File: src/hdl/lru_pkg.sv
// shared types and constants of the lru replacement policy
`default_nettype none

package lru_pkg;

  localparam int OP_W  = 2;
  localparam int SET_W = 10;
  localparam int WAY_W = 3;

  typedef enum logic [OP_W-1:0] {
    OP_TOUCH = 2'd0,
    OP_ALLOC = 2'd1,
    OP_INVAL = 2'd2
  } op_t;

  typedef enum logic [2:0] {
    ST_CLEAR,
    ST_IDLE,
    ST_READ,
    ST_PICK,
    ST_UPDATE,
    ST_RESP
  } state_t;

  typedef struct packed {
    logic clear;
    logic capture;
    logic read;
    logic pick;
    logic update;
    logic respond;
  } lru_cmd_t;

  typedef struct packed {
    logic clear_last;
    logic out_free;
  } lru_status_t;

endpackage

`default_nettype wire

File: src/hdl/lru_ctrl.sv
// controller state machine: clearing pass, then read, pick, update, write-back per request
`default_nettype none

module lru_ctrl
  import lru_pkg::*;
(
  input  logic        clk,
  input  logic        rst,
  input  logic        in_valid,
  output logic        in_stall,
  input  lru_status_t status,
  output lru_cmd_t    cmd
);

  state_t state;
  state_t state_next;

  always_ff @(posedge clk) begin
    if (rst) begin
      state <= ST_CLEAR;
    end else begin
      state <= state_next;
    end
  end

  always_comb begin
    state_next = state;
    unique case (state)
      ST_CLEAR: begin
        if (status.clear_last) state_next = ST_IDLE;
      end
      ST_IDLE: begin
        if (in_valid) state_next = ST_READ;
      end
      ST_READ:   state_next = ST_PICK;
      ST_PICK:   state_next = ST_UPDATE;
      ST_UPDATE: state_next = ST_RESP;
      ST_RESP: begin
        // hold the result until the output register can take it
        if (status.out_free) state_next = ST_IDLE;
      end
      default:   state_next = ST_CLEAR;
    endcase
  end

  always_comb begin
    cmd      = '0;
    in_stall = 1'b1;
    unique case (state)
      ST_CLEAR:  cmd.clear = 1'b1;
      ST_IDLE: begin
        in_stall    = 1'b0;
        cmd.capture = in_valid;
      end
      ST_READ:   cmd.read = 1'b1;
      ST_PICK:   cmd.pick = 1'b1;
      ST_UPDATE: cmd.update = 1'b1;
      ST_RESP:   cmd.respond = status.out_free;
      default:   cmd = '0;
    endcase
  end

endmodule

`default_nettype wire

File: config.mk
export PLATFORM = sky130hd
export DESIGN_NAME = lru_ctrl
export DESIGN_NICKNAME = d
export VERILOG_FILES = /design/src/hdl/lru_pkg.sv /design/src/hdl/lru_ctrl.sv
export SDC_FILE = /design/constraint.sdc
export NUM_CORES = 1
export LEC_CHECK = 0
export BUFFER_PORTS_ARGS = -buffer_cell sky130_fd_sc_hd__buf_2
export CAP_MARGIN = 40
export CORE_AREA = 2 2 39 41
export CTS_BUF_LIST = sky130_fd_sc_hd__clkbuf_2
export CTS_CLUSTER_SIZE = 12
export DETAILED_ROUTE_END_ITERATION = 10
export DIE_AREA = 0 0 41 43
export HOLD_SLACK_MARGIN = 0.12
export PLACE_DENSITY = 0.42
export SLEW_MARGIN = 10
export SYNTH_ARGS = -nofsm -noshare
export SYNTH_HDL_FRONTEND = slang
export SYNTH_SLANG_ARGS = --single-unit
export TNS_END_PERCENT = 1
File: constraint.sdc
create_clock -name clk -period 1.1 [get_ports clk]
set_input_delay 0.22 -clock clk [delete_from_list [all_inputs] [get_ports clk]]
set_output_delay 0.22 -clock clk [all_outputs]
set_load 0.01 [all_outputs]
==> run metrics, run 1 <==
Buf+Inv Stages, Crit Path=2; CP endpoint kind=output pin; sequential-to-total area share from yosys stat=0.308; DRC=0; Max Freq=0.818 GHz; Max-slew headroom=0.884; fin crit share=1.11; CP startpoint kind=flop; Final Util=0.264; io pins=12; via/cell ratio=4.10; synthesized cell area=195 sq um; starting density of the core=0.141; Post-synth EDFFs=0; CP max-delay cell=dfxtp_4; largest net degree at the start of global routing=10; Synth area leader=dfxtp_1; die height=43 um; Period minus WS final=1.22 ns; Max-cap violations=0; critical path class=reg -> out; clock skew=0.00233 ns; via count=258; status=finished with violations; post-detailed-route count of antenna-violating nets=0; All-Layer GR Usage=0.0932; GR Util met3=0.0314; Post-synth top cells=3 x dfxtp_1, 3 x nor2_1, 3 x nor2b_1, 3 x nor3_1, 2 x a21oi_1; failing checks=negative setup slack; Iter 0 DRT Violations=4; setup ws final=-0.123 ns; dpl ws=0.0114 ns; initial antenna violation count=0; Post-Layout Inst Area=365 sq um; router iterations before antenna repair=4; Hold Crit Class=in -> reg; Critical Path End=cmd[5]; grt total ovfl=0; WP depth=3; Syn. warnings=0; Synth Area per Inst=7.23 sq um; WP data required=0.88 ns; DP Wirelength=403 um; leakage=0.189 nW; max-slew violation count=0; CTS Buf Count=3; Syn Nets=32; M2 GR Usage=0.109; PwrDens=1260 nW/um^2; Post-DP Area=283 sq um; Yosys top cell area share=0.308; Reg with most FFs=state; Critical R2R Launch=state[0]$_SDFFE_PP0P_; n_diodes=0; die area=1760 sq um; Max Root-Sink Buffers=2; core area=1380 sq um; Synth area leaders=dfxtp_1 31%, nor2b_1 9.6%, nor3_1 7.7%; crit-path max cell delay=0.38 ns; Clk pin slew, worst setup/hold paths=0.05 ns; RSZ-0062 raised after global routing=yes; Clk Latency, worst-skew pair=0.21 ns; Netlist cell types=18; worst flop-to-flop path endpoint=state[2]$_SDFFE_PP0P_; Worst Max-Slew Pin Slew=0.172 ns; Post-synth top flop=dfxtp_1; drt wl/cell=9.94 um; CTS tree=yes; Max VDD drop=0.000359 V; top flop regs=state x3; crit path from=state[1]$_SDFFE_PP0P_; M1 GR Usage=0.118; depth of the CTS H-tree=1; Final Setup Violations=7; Yosys reg bits=3; Final Hold Viols=0; Crit path max-delay family=flip-flops; ys async rst share=0; Setup TNS=-0.685 ns; CP arrival=1.00 ns; global routing's busiest layer=met1; Layout area overhead=87.2%; Cell Chain, Critical Path=buf_4 > nor3_2 > buf_2; worst-path maximum fanout=9; vias in the first global route=230; Routed WL=626 um; synthesized instance count=27; nets@finish=53; r2r worst-path depth=4; global-route wire length before repair=1010 um; clock root buffer=clkbuf_2; Die Width=41 um; # fillers=161; clk sinks=3; routability congestion estimate=0.684; layout cells sized above 1=0.660; r2r setup slk=0.14 ns; max FFs per register=3; CTS Hold Bufs=0; # rows=14; PortBufs=11
-- repair_timing --
item                       CTS  global route
pin swaps                    1             2
resized for setup            9             1
buffers inserted             1             3
setup endpoints to repair    7             7
-- cell families (layout without fill, tap and decap cells) --
family / after synthesis / in the layout / share of synthesized area
and+or+nand+nor: 15 / 15 / 0.442
AOI/OAI and AO/OA: 5 / 5 / 0.147
buffers and inverters: 4 / 24 / 0.103
DFF: 3 / 3 / 0.308
-- worst min path at each step --
stage | depth (start not counted) | start | to
final | 2 | rst | state[2]$_SDFFE_PP0P_
after floorplan | 1 | rst | state[2]$_SDFFE_PP0P_
after CTS | 2 | rst | state[2]$_SDFFE_PP0P_
after global placement | 2 | rst | state[2]$_SDFFE_PP0P_
after detailed placement | 2 | rst | state[2]$_SDFFE_PP0P_
after global routing | 2 | rst | state[1]$_SDFFE_PP0P_
-- power by group --
| group | internal (W) | leakage [nW] | switching, W |
|---|---|---|---|
| Combinational | 0.0000916 | 0.146 | 0.0000687 |
| Sequential | 0.000119 | 0.0264 | 0.0000178 |
| Clock | 0.0000961 | 0.0166 | 0.0000675 |
-- worst reg2reg max path, delay by kind of cell (launching register included) --
family                 cells  cell delay [ns]
DFF                        1             0.33
and+or+nand+nor            2             0.24
AOI/OAI and AO/OA          1             0.16
buffers and inverters      1             0.13
-- placed cells by master (no fill, tap or decap), drive strengths merged --
cell type | netlist | routed
nor3 | 3 | 3
clkbuf | 0 | 4
o21ai | 1 | 1
buf | 2 | 18
inv | 2 | 2
nand2b | 1 | 1
a31oi | 1 | 1
nor2 | 3 | 3
nand2 | 1 | 1
nor3b | 1 | 1
dfxtp | 3 | 3
o31ai | 1 | 1
and3b | 1 | 1
a21oi | 2 | 2
nor2b | 4 | 4
and3 | 1 | 1
-- area by class of cell --
| class | instances | area (sq um) | area share |
|---|---|---|---|
| clock buffer | 4 | 20.0 | 0.0548 |
| tap | 16 | 20.0 | 0.0548 |
| multi-input combinational | 20 | 138 | 0.377 |
| inverter | 2 | 7.51 | 0.0205 |
| timing repair buffer | 18 | 111 | 0.305 |
| sequential | 3 | 68.8 | 0.188 |
-- through the flow --
step | power, W | hold WS [ns] | instances
after floorplan | 0.000203 | 0.292 | 27
after global placement | 0.000256 | 0.442 | 55
after detailed placement | 0.000255 | 0.448 | 55
after CTS | 0.000457 | 0.199 | 60
after global routing | 0.000506 | 0.222 | 63
final | 0.000461 | 0.218 | 63
-- metal layers --
layer	up-vias	routed length [um]
li1	129	-
met1	119	281
met2	10	296
met3	0	49
met4	0	0
met5	-	0
No activity file was read; power rests on OpenSTA's default activity.
==> run 2, diff against run 1 <==
--- a/config.mk
+++ b/config.mk
@@ -5,6 +5,7 @@
 export SDC_FILE = /design/constraint.sdc
 export NUM_CORES = 1
 export LEC_CHECK = 0
+export ABC_AREA = 1
 export BUFFER_PORTS_ARGS = -buffer_cell sky130_fd_sc_hd__buf_2
 export CAP_MARGIN = 40
 export CORE_AREA = 2 2 39 41
@@ -13,7 +14,6 @@
 export DETAILED_ROUTE_END_ITERATION = 10
 export DIE_AREA = 0 0 41 43
 export HOLD_SLACK_MARGIN = 0.12
-export PLACE_DENSITY = 0.42
 export SLEW_MARGIN = 10
 export SYNTH_ARGS = -nofsm -noshare
 export SYNTH_HDL_FRONTEND = slang
==> run 2 against run 1 <==
Against the previous run: the flow still finishes with violations (negative setup slack); critical path type unchanged; die area stayed put; via count is 3.9% lower; core utilization is 2.7 points lower; maximum frequency is 2.0% lower; sequential share of layout area is 1.4 points higher; sequential cell count stayed put; first-iteration DRC count is 50% lower.
==> run metrics, run 2 <==
drt wl/cell=7.21 um; CTS Hold Bufs=0; sequential-to-total area share from yosys stat=0.271; Reg with most FFs=state; failing checks=negative setup slack; synthesized instance count=37; clock root buffer=clkbuf_2; depth of the CTS H-tree=1; synthesized cell area=221 sq um; Clk Latency, worst-skew pair=0.20 ns; setup ws final=-0.148 ns; Post-synth top flop=dfxtp_1; Post-DP Area=289 sq um; Max-slew headroom=0.900; die height=43 um; vias in the first global route=178; Total Power=0.000422 W; Synth area leaders=dfxtp_1 27%, inv_1 15%, nand2_1 8.5%; GR Util met3=0.0314; die area=1760 sq um; Worst Max-Slew Pin Slew=0.149 ns; largest net degree at the start of global routing=9; n_diodes=0; commonest cells after routing, fill and taps aside=11 x buf_2, 9 x inv_1, 5 x nand2_1; fin crit share=1.13; Layout area overhead=48.0%; top flop regs=state x3; CTS tree=yes; CTS Buf Count=3; Post-synth top cells=9 x inv_1, 5 x nand2_1, 5 x nor2_1; Final Setup Violations=7; dpl ws=0.00907 ns; via count=248; Synth area leader=dfxtp_1; nets@finish=57; Die Width=41 um; grt total ovfl=0; top-count cell post-synth=inv_1; Setup TNS=-0.496 ns; crit path from=state[0]$_SDFFE_PP0P_; Hold Crit Class=in -> reg; Netlist cell types=14; M2 GR Usage=0.0531; Max Root-Sink Buffers=2; DP Wirelength=396 um; All-Layer GR Usage=0.0591; PortBufs=11; global routing's busiest layer=met1; max FFs per register=3; Iter 0 DRT Violations=2; RSZ-0062 raised after global routing=yes; Max-cap violations=0; clock skew=0.000531 ns; register area=66.3 sq um; Multi-input gate area=125 sq um; Max VDD drop=0.000421 V; r2r worst-path depth=6; leakage=0.198 nW; status=finished with violations; Routed WL=483 um; Final Hold Viols=0; Syn. warnings=0; DRC=0; layout cells sized above 1=0.529; Post-synth EDFFs=0; routability congestion estimate=0.809; global-route wire length before repair=662 um; # fillers=154; clk sinks=3; io pins=12; Yosys reg bits=3; via/cell ratio=3.70; worst-path maximum fanout=4; commonest non-fill, non-tap cell in the layout=buf_2; ys async rst share=0; Final Util=0.237; Max Freq=0.802 GHz; core area=1380 sq um; hold path cells=2; Post-Layout Inst Area=328 sq um; # rows=14; max-slew violation count=0; CP endpoint kind=output pin; Syn Nets=42; critical path class=reg -> out; Yosys top cell area share=0.271; Period minus WS final=1.25 ns; hold_sp=rst; M1 GR Usage=0.0863; initial antenna violation count=0; router iterations before antenna repair=2; starting density of the core=0.160; PwrDens=1290 nW/um^2; Synth Area per Inst=5.99 sq um; Critical R2R Launch=state[2]$_SDFFE_PP0P_; CP arrival=1.03 ns; Clk pin slew, worst setup/hold paths=0.04 ns; WP data required=0.88 ns; CP startpoint kind=flop; post-detailed-route count of antenna-violating nets=0
==> run 2: cell families after synthesis <==
logic type             count (synthesis)  share of synthesized area
AOI/OAI and AO/OA                      2                     0.0508
buffers and inverters                 12                      0.220
DFF                                    3                      0.271
and+or+nand+nor                       20                      0.458
==> run 2: report_power, final <==
group,internal [W],switching [W]
Sequential,0.000120,0.0000161
Combinational,0.0000549,0.0000768
Clock,0.0000960,0.0000579
Total,0.000271,0.000151
==> run 2: layout make-up <==
class / instances / share of cell area
Multi-Input combinational cell: 22 / 0.382
Tap cell: 16 / 0.0611
Sequential cell: 3 / 0.202
Inverter: 11 / 0.126
Timing Repair Buffer: 11 / 0.168
Clock buffer: 4 / 0.0611
==> run 2: layer usage <==
layer  vias up  share of wire  routed length [um]
met3         0          0.087                  42
met4         0              0                   0
met1        99           0.53                 255
met2         9           0.39                 186
li1        140              -                   -
met5         -              0                   0
==> run 2: path summary, 6_finish.rpt <==
kind	endpoint	slack, ns
setup / recovery	cmd[4]	-0.15
hold reg to reg	state[2]$_SDFFE_PP0P_	0.56
setup reg to reg	state[0]$_SDFFE_PP0P_	0.15
hold / removal	state[2]$_SDFFE_PP0P_	0.21
==> run 2: worst max-delay path: stages (launching register included) <==
cell     delay (ns)
dfxtp_2        0.35
inv_2          0.05
nor2_4         0.14
nand2_2        0.09
nor2_2         0.08
buf_2          0.13
==> run 2: stage by stage <==
stage | hold slack, ns | std cells
after floorplan | 0.289 | 37
after global placement | 0.429 | 63
after detailed placement | 0.429 | 63
after CTS | 0.189 | 67
after global routing | 0.206 | 67
final | 0.209 | 67
==> run 2: repair_timing <==
item                                    in CTS  in global routing
resized for setup                            5                  2
setup buffers                                0                  0
endpoints found under the setup margin       7                  7
pin swaps                                    0                  1
